[src/rtl/core/sts_pkg.sv]
// types and constants shared by the sorted table search block
// no dependencies; compiled first
`timescale 1ns / 1ps
`default_nettype none

package sts_pkg;

  localparam int IDX_W = 8;
  localparam int IDX_SPAN = 1 << IDX_W;
  localparam int CNT_W = 9;
  localparam int DATA_W = 32;
  localparam int POS_W = 8;

  localparam logic CMD_WRITE = 1'b0;
  localparam logic CMD_SEARCH = 1'b1;

  typedef struct packed {
    logic                     cmd;
    logic [IDX_W-1:0]         entry_index;
    logic signed [DATA_W-1:0] data_value;
  } item_t;

  typedef struct packed {
    logic             found;
    logic [POS_W-1:0] position;
  } result_t;

  typedef struct packed {
    logic wr_en;
    logic rd_en;
  } mem_ctl_t;

endpackage

`default_nettype wire

[src/rtl/core/sts_ctrl.sv]
// search sequencer: takes beats, issues one table probe per cycle, forms the result
// depends on sts_pkg; drives sts_table through mem_ctl_t
`timescale 1ns / 1ps
`default_nettype none

module sts_ctrl #(
  parameter int DEPTH = 256,
  parameter int AW = 8,
  parameter int DW = 32
) (
  input  logic                      clk,
  input  logic                      rst,
  input  logic                      start,
  output logic                      busy,
  input  sts_pkg::item_t            item,
  input  logic [sts_pkg::CNT_W-1:0] entry_count,
  output logic                      done,
  output sts_pkg::result_t          result,
  output sts_pkg::mem_ctl_t         mem_ctl,
  output logic [AW-1:0]             mem_waddr,
  output logic [DW-1:0]             mem_wdata,
  output logic [AW-1:0]             mem_raddr,
  input  logic [DW-1:0]             mem_rdata
);
  import sts_pkg::*;

  localparam logic ST_IDLE = 1'b0;
  localparam logic ST_SEARCH = 1'b1;
  localparam int CNT_CAP = (DEPTH > (1 << CNT_W) - 1) ? (1 << CNT_W) - 1 : DEPTH;

  logic             state;
  logic             state_next;
  logic [CNT_W-1:0] low;
  logic [CNT_W-1:0] low_next;
  logic [CNT_W-1:0] hi1;
  logic [CNT_W-1:0] hi1_next;
  logic [CNT_W-1:0] mid;
  logic [CNT_W-1:0] mid_next;
  logic [DW-1:0]    key;
  logic             done_next;
  result_t          result_next;

  logic             accept;
  logic [CNT_W-1:0] n_used;
  logic [CNT_W:0]   mid_sum;
  logic             probe_eq;
  logic             probe_lt;
  logic [DW-1:0]    item_word;
  logic [AW-1:0]    wrap_tab [IDX_SPAN];

  // write index wraps modulo the table depth
  for (genvar i = 0; i < IDX_SPAN; i++) begin : g_wrap
    assign wrap_tab[i] = AW'(i % DEPTH);
  end

  assign busy = (state == ST_SEARCH);
  assign accept = start && !busy;
  assign item_word = DW'($unsigned(item.data_value));
  assign n_used = (entry_count > CNT_W'(CNT_CAP)) ? CNT_W'(CNT_CAP) : entry_count;

  assign probe_eq = (mem_rdata == key);
  assign probe_lt = ($signed(key) < $signed(mem_rdata));

  // hi1 is one past the upper bound, so the live range is low <= i < hi1
  assign mid_sum = {1'b0, low_next} + {1'b0, hi1_next} - (CNT_W + 1)'(1);
  assign mid_next = mid_sum[CNT_W:1];

  assign mem_waddr = wrap_tab[item.entry_index];
  assign mem_wdata = item_word;
  assign mem_raddr = AW'(mid_next);

  always_comb begin
    state_next = state;
    low_next = low;
    hi1_next = hi1;
    done_next = 1'b0;
    result_next = result;
    mem_ctl.wr_en = 1'b0;
    mem_ctl.rd_en = 1'b0;
    case (state)
      ST_IDLE: begin
        low_next = '0;
        hi1_next = n_used;
        if (accept) begin
          if (item.cmd == CMD_WRITE) begin
            mem_ctl.wr_en = 1'b1;
          end else if (n_used == '0) begin
            done_next = 1'b1;
            result_next = '0;
          end else begin
            mem_ctl.rd_en = 1'b1;
            state_next = ST_SEARCH;
          end
        end
      end
      ST_SEARCH: begin
        if (probe_eq) begin
          done_next = 1'b1;
          result_next.found = 1'b1;
          result_next.position = mid[POS_W-1:0];
          state_next = ST_IDLE;
        end else begin
          if (probe_lt) begin
            hi1_next = mid;
          end else begin
            low_next = mid + CNT_W'(1);
          end
          if (low_next < hi1_next) begin
            mem_ctl.rd_en = 1'b1;
          end else begin
            done_next = 1'b1;
            result_next = '0;
            state_next = ST_IDLE;
          end
        end
      end
      default: begin
        state_next = ST_IDLE;
      end
    endcase
  end

  always_ff @(posedge clk) begin
    if (rst) begin
      state <= ST_IDLE;
      done <= 1'b0;
    end else begin
      state <= state_next;
      done <= done_next;
    end
  end

  always_ff @(posedge clk) begin
    low <= low_next;
    hi1 <= hi1_next;
    mid <= mid_next;
    result <= result_next;
    if (accept) begin
      key <= item_word;
    end
  end

endmodule

`default_nettype wire

[config.mk]
export PLATFORM = sky130hd
export DESIGN_NAME = sts_ctrl
export DESIGN_NICKNAME = d
export VERILOG_FILES = /design/src/rtl/core/sts_pkg.sv /design/src/rtl/core/sts_ctrl.sv
export SDC_FILE = /design/constraint.sdc
export NUM_CORES = 1
export LEC_CHECK = 0
export ABC_AREA = 1
export BUFFER_PORTS_ARGS = -buffer_cell sky130_fd_sc_hd__buf_2
export CORE_MARGIN = 1
export CORE_UTILIZATION = 47
export CTS_CLUSTER_SIZE = 20
export DETAILED_ROUTE_END_ITERATION = 12
export GPL_TIMING_DRIVEN = 1
export PLACE_DENSITY = 0.77
export SKIP_CTS_REPAIR_TIMING = 1
export SLEW_MARGIN = 20
export SYNTH_ARGS = -nofsm -noshare
export SYNTH_HDL_FRONTEND = slang
export SYNTH_SLANG_ARGS = --single-unit
[constraint.sdc]
create_clock -name clk -period 5.6 [get_ports clk]
set_input_delay 1.12 -clock clk [delete_from_list [all_inputs] [get_ports clk]]
set_output_delay 1.12 -clock clk [all_outputs]
set_load 0.02 [all_outputs]
==> results_dict.tcl, run 1 <==
set metrics [dict create \
    status "finished with violations" \
    violations "setup timing" \
    clkPwrFrac_pct 16.0 \
    cp-startpoint "mem_rdata[25]" \
    design.core.area_mm2 0.009729 \
    ir_worst_vdd_uv 396.8 \
    vias 3945 \
    yosys_warnings 0 \
    routabilityCongestion 0.8523 \
    dieWidth_um 101.8 \
    cts_tree "yes" \
    dp.final_hpwl_mm 8.136 \
    antenna_found_initial 0 \
    ant_nets 0 \
    drc 0 \
    final-instance-count-excl-fill 822 \
    dpl_cell_area_mm2 0.005403 \
    cp.arrival_ps 4660 \
    rr_endpoint "mid[8]$_DFF_P_" \
    routed_via_density 4.799 \
    holdWs_ps 477.9 \
    final-hold-violation-count 0 \
    critPathLaunchType "input pin" \
    grt.total_usage_pct 20.68 \
    cts.sinks 70 \
    switching_share_pct 39.51 \
    die_area_mm2 0.01037 \
    reg2reg_slack_ps 1510 \
    final_util_pct 62.83 \
    ys_seq_elements 70 \
    slowest_delay_ps 310 \
    fin_crit_ps 5777 \
    drv_cap 0 \
    critPathMaxFanout 5 \
    clk_latency_ps 350 \
    numPortBuffers 129 \
    grt_first_pass_wirelength_mm 16.15 \
    nets 827 \
    fin_tns_setup_ps -472.7 \
    power_report.internal_total_mw 1.470 \
    switchingPower_uw 960.3 \
    skew_ps 7.943 \
    worst-path-buf-inv 7 \
    synth_nets 687 \
    std_cell_rows 36 \
    slew_headroom_pct 69.95 \
    cp-end-kind "output port" \
    dp_cells 791 \
    diodes 0 \
    area_growth_pct 30.57 \
    drive_gt1_share_pct 42.09 \
    drt_iter0_drc 119 \
    wire_per_inst_um 13.16 \
    ys_types 40 \
    ys_seq_area_share_pct 38.70 \
    cp.depth 27 \
    overflow 0 \
    pwr-share-seq_pct 28.7 \
    p_per_area_mw_per_mm2 397.6 \
    ios 146 \
    worst_path_max_delay_cell "nor3_1" \
    syn_avg_cell_area_um2 8.607 \
    clk_pin_slew_ps 70 \
    path_delay_family "simple AND/OR/NAND/NOR gates" \
    maxSlewViolCount 0 \
    firstDrtPassIters 4 \
    fmax_ghz 0.1731 \
    critPathKind "in2out" \
    htree_levels 3 \
    syn_area_mm2 0.004682 \
    root_buffer "clkbuf_8" \
    postLayoutCellArea_mm2 0.006113 \
    endpoint "mem_raddr[7]" \
    cts_buffers 9 \
    grt_pass1_vias 3646 \
    finalCritPeriodShare_pct 103.2 \
    fp.dieH_um 101.8 \
    rsz0062_at_grt "yes" \
    timing.final.ws_setup_ps -177.2 \
    power_frac_comb_pct 55.4 \
    hold_class "reg2reg" \
    drt_wl_total_mm 10.82 \
    worst_slew_pin_slew_ps 450.8 \
    r2r_cells 25 \
    r2r-start "key[23]$_DFFE_PP_" \
    syn_inst 544 \
    clockBufferDepth 2 \
    grt_max_degree 35 \
    worstPathRequired_ps 4480 \
    leakage_nw 3.054 \
    setup_viol 4 \
    initial_core_util_pct 48.12 \
]
==> placed cells by master, fill, tap and decap left out, types with 4 or more instances in the layout <==
cell      Yosys  final
xor2_1       10      9
buf_6         2      6
buf_4        49     55
ha_4          0     14
nand3_1      13     10
inv_1       110    100
nor2_1       24     20
o21ai_1      10      6
ha_1         57     42
buf_2         1    119
o21ai_0      11      9
a21oi_1      22     15
nand4_1       4      4
inv_2         7     15
a21oi_2       1      6
o21ai_2      12     16
clkbuf_8      0      9
nand2_1      87     81
nand2_4       1      4
edfxtp_1     41     41
nand2_2      13     17
or2_1         7      6
nor3_1        6      6
dfxtp_1      29     29
==> metal layers <==
metal / up-vias / share of wire [%] / GRT usage (%)
li1: 1967 / - / -
met1: 1833 / 41 / 24.18
met2: 121 / 50 / 36.59
met3: 24 / 6.6 / 4.651
met4: 0 / 2.3 / 8.681
met5: - / 0 / 0
==> cell usage after synthesis (all sizes together) <==
| master | count | area [um^2] |
|---|---|---|
| a2111oi | 1 | 8.760 |
| a21o | 1 | 7.510 |
| a21oi | 23 | 118.9 |
| a22o | 2 | 17.52 |
| and2 | 1 | 6.260 |
| buf | 53 | 399.1 |
| clkbuf | 1 | 3.750 |
| dfxtp | 29 | 580.6 |
| edfxtp | 41 | 1231 |
| fa | 1 | 20.02 |
| ha | 57 | 713.2 |
| inv | 117 | 439.2 |
| nand2 | 102 | 439.2 |
| nand3 | 14 | 75.07 |
| nand4 | 4 | 25.02 |
| nor2 | 25 | 101.4 |
| nor3 | 6 | 30.03 |
| nor3b | 2 | 20.02 |
| nor4 | 2 | 12.51 |
| o211ai | 1 | 7.510 |
| o21a | 3 | 22.52 |
| o21ai | 33 | 210.2 |
| o21bai | 1 | 7.510 |
| o22ai | 3 | 18.77 |
| or2 | 7 | 43.79 |
| xnor2 | 4 | 35.03 |
| xor2 | 10 | 87.58 |
==> state kept, by name, summed over array words and instances (netlist names) <==
| signal | flops |
|---|---|
| hi1 | 9 |
| done | 1 |
| busy | 1 |
| mid | 9 |
| result | 9 |
| key | 32 |
| low | 9 |
==> worst min path at each step <==
stage / startpoint / slack, ps / depth (start not counted) / endpoint
global route: low[6]$_DFF_P_ / 500 / 2 / low[6]$_DFF_P_
floorplan: low[2]$_DFF_P_ / 450 / 2 / low[2]$_DFF_P_
CTS: low[6]$_DFF_P_ / 480 / 2 / low[6]$_DFF_P_
detailed placement: low[6]$_DFF_P_ / 470 / 2 / low[6]$_DFF_P_
global placement: low[4]$_DFF_P_ / 460 / 2 / low[4]$_DFF_P_
finish: low[6]$_DFF_P_ / 480 / 2 / low[6]$_DFF_P_
==> kinds of logic (layout without fill, tap and decap cells) <==
group                      after synthesis  after routing  share of synthesized area (%)
and+or+nand+nor                        163            164                          16.09
adders and majority gates               58             58                          15.66
xor gates and xnor gates                14             14                          2.619
AOI/OAI and AO/OA                       68             68                          8.953
DFF                                     70             70                          38.70
buffers and inverters                  171            315                          17.98
==> power groups by stage <==
stage | Clock, mW | Combinational (mW) | Sequential (mW)
3_5_place_dp | 0 | 1.05 | 0.704
4_1_cts | 0.396 | 1.06 | 0.693
3_3_place_gp | 0 | 1.03 | 0.703
5_1_grt | 0.418 | 1.49 | 0.705
2_1_floorplan | 0 | 0.801 | 0.689
6_report | 0.388 | 1.35 | 0.697
==> worst reg2reg max path, cell delays in order, from the launching register on <==
cell and delay [ps]:
edfxtp_1 420, ha_4 310, nand2_4 60, nor2_4 100, nand4_1 140, nor3b_2 250, nand2_2 120, nand2_2 120
nand2_4 100, nand2_4 120, o21ai_2 70, or2_1 230, nand2_2 90, inv_2 50, ha_4 230, buf_4 130
buf_4 130, fa_2 360, o21ai_4 170, a21oi_2 70, nor2_1 130, nor2_1 90, buf_4 130, o21ai_0 140
a21oi_1 110, xnor2_1 130
==> final cells by class <==
cell class	count	area, um^2
fill	820	3616
multi-input combinational	304	2401
sequential	70	1812
timing repair buffer	182	1106
inverter	117	446.7
tap	133	166.4
clock buffer	10	127.6
clock inverter	6	53.80
==> metrics by stage <==
step                      worst slack, ps  power (mW)
final                              -177.2       2.430
after global routing               -405.5       2.611
after CTS                          -389.8       2.151
after detailed placement           -386.1       1.756
after global placement             -237.2       1.731
after floorplan                     21.55       1.490
Power figures use the tool's default switching activity.
==> inputs of run 2 (changes only) <==
--- a/config.mk
+++ b/config.mk
@@ -7,13 +7,14 @@
 export LEC_CHECK = 0
 export ABC_AREA = 1
 export BUFFER_PORTS_ARGS = -buffer_cell sky130_fd_sc_hd__buf_2
-export CORE_MARGIN = 1
+export CORE_MARGIN = 4
 export CORE_UTILIZATION = 47
 export CTS_CLUSTER_SIZE = 20
 export DETAILED_ROUTE_END_ITERATION = 12
 export GPL_TIMING_DRIVEN = 1
 export PLACE_DENSITY = 0.77
 export SKIP_CTS_REPAIR_TIMING = 1
+export SKIP_LAST_GASP = 1
 export SLEW_MARGIN = 20
 export SYNTH_ARGS = -nofsm -noshare
 export SYNTH_HDL_FRONTEND = slang
==> results_dict.tcl, run 2 (synthesis results as in run 1) <==
set metrics [dict create \
    dp_cells 790 \
    fin_crit_ps 5900 \
    drv_cap 0 \
    die_area_mm2 0.01162 \
    final-hold-violation-count 0 \
    worstHoldPathCells 2 \
    cts_buffers 9 \
    fmax_ghz 0.1695 \
    worst_slew_pin_slew_ps 451.2 \
    area_growth_pct 29.40 \
    grt_first_pass_wirelength_mm 17.06 \
    drt_wl_total_mm 11.30 \
    cp.arrival_ps 4780 \
    dieWidth_um 107.8 \
    grt_pass1_vias 3802 \
    switching_share_pct 40.38 \
    switchingPower_uw 974.1 \
    worstPathRequired_ps 4480 \
    reg2reg_slack_ps 1460 \
    grt_max_degree 35 \
    rr_endpoint "mid[8]$_DFF_P_" \
    std_cell_rows 36 \
    wire_per_inst_um 13.83 \
    final-instance-count-excl-fill 817 \
    rsz0062_at_grt "yes" \
    p_per_area_mw_per_mm2 398.2 \
    final_cell_mix "121 x buf_2, 99 x inv_1, 81 x nand2_1" \
    routabilityCongestion 0.8793 \
    hold_start "low[6]$_DFF_P_" \
    nets 822 \
    maxSlewViolCount 0 \
    htree_levels 3 \
    status "finished with violations" \
    ios 146 \
    finalPower_mw 2.412 \
    drive_gt1_share_pct 41.67 \
    clockBufferDepth 2 \
    place_ws_ps -412.6 \
    clkPwrFrac_pct 14.2 \
    slew_headroom_pct 69.64 \
    pwr-share-seq_pct 29.0 \
    top_register "key" \
    power_frac_comb_pct 56.8 \
    largest_reg_flops 32 \
    fillerInstances 837 \
    setup_viol 4 \
    clk_pin_slew_ps 80 \
    r2r_cells 28 \
    fp.dieH_um 107.8 \
    power_report.internal_total_mw 1.438 \
    root_buffer "clkbuf_8" \
    area.sequential_mm2 0.001812 \
    firstDrtPassIters 4 \
    dp.final_hpwl_mm 8.668 \
    final_common_cell "buf_2" \
    r2r-start "key[21]$_DFFE_PP_" \
    finalCritPeriodShare_pct 105.4 \
    ant_nets 0 \
    antenna_found_initial 0 \
    grt.total_usage_pct 18.79 \
    timing.final.ws_setup_ps -299.9 \
    leakage_nw 3.016 \
    hold_class "reg2reg" \
    diodes 0 \
    violations "setup timing" \
    min_to "low[6]$_DFF_P_" \
    initial_core_util_pct 48.12 \
    ir_worst_vdd_uv 401.6 \
    critPathMaxFanout 5 \
    skew_ps 11.41 \
    cp-end-kind "output port" \
    routed_via_density 4.786 \
    numPortBuffers 129 \
    cts_tree "yes" \
    critPathLaunchType "input pin" \
    drc 0 \
    cts.sinks 70 \
    clk_latency_ps 350 \
    critPathKind "in2out" \
    design.core.area_mm2 0.009729 \
    overflow 0 \
    multiInputGateArea_mm2 0.002396 \
    vias 3910 \
    drt_iter0_drc 185 \
]
==> run 2: metrics by stage <==
stage,TNS [ps],hold WS [ps],cell area (um^2),utilization (%)
final,-861.1,488.0,6058,62.27
after CTS,-1252,485.2,5552,57.06
after floorplan,0,452.9,4698,-
after global placement,-749.3,466.8,5395,55.45
after global routing,-2097,514.9,6058,62.27
after detailed placement,-1123,469.5,5395,55.45
==> run 2: power groups by stage <==
| stage | clock network (mW) | registers [mW] | logic, mW |
|---|---|---|---|
| after global placement | 0 | 0.704 | 1.04 |
| after global routing | 0.376 | 0.707 | 1.51 |
| final | 0.343 | 0.700 | 1.37 |
| after CTS | 0.355 | 0.696 | 1.07 |
| after floorplan | 0 | 0.689 | 0.801 |
| after detailed placement | 0 | 0.708 | 1.06 |
==> run 2: worst max path at each step <==
stage	startpoint	end	cells after the start
5_1_grt	mem_rdata[21]	mem_raddr[7]	28
6_report	mem_rdata[22]	mem_raddr[7]	28
2_1_floorplan	mem_rdata[23]	mem_raddr[7]	28
4_1_cts	mem_rdata[23]	mem_raddr[6]	27
3_3_place_gp	mem_rdata[17]	mem_raddr[7]	26
3_5_place_dp	mem_rdata[23]	mem_raddr[6]	27
==> run 2: layout make-up <==
| type | instances | share of cell area [%] |
|---|---|---|
| Tap cell | 133 | 2.747 |
| Clock inverter | 6 | 0.4750 |
| Sequential cell | 70 | 29.91 |
| Clock buffer | 10 | 2.107 |
| Inverter | 117 | 7.456 |
| Timing Repair Buffer | 177 | 17.76 |
| Multi-Input combinational cell | 304 | 39.55 |
==> run 2: critical path: stages <==
cell and delay (ps):
buf_2 90, inv_2 40, ha_4 250, nand2_2 50
nor2_2 100, nand4_1 180, nor3b_2 280, nand2_2 130
nand2_2 120, nand2_4 100, nand2_8 120, o21ai_2 70
or2_1 230, nand2_2 90, inv_2 50, ha_4 250
inv_2 40, ha_4 230, a21oi_4 120, nand2_2 80
a21oi_2 140, inv_1 60, a21oi_2 160, nor2_1 60
o21ai_1 130, nand2_1 80, xor2_1 210, buf_4 180
==> run 2: routing by layer <==
| layer | GRT usage (%) | part of all wire (%) | vias up |
|---|---|---|---|
| met1 | 22.66 | 40 | 1793 |
| met2 | 32.73 | 51 | 131 |
| met5 | 0 | 0 | - |
| met3 | 3.959 | 5.9 | 23 |
| li1 | - | - | 1963 |
| met4 | 7.124 | 2.6 | 0 |
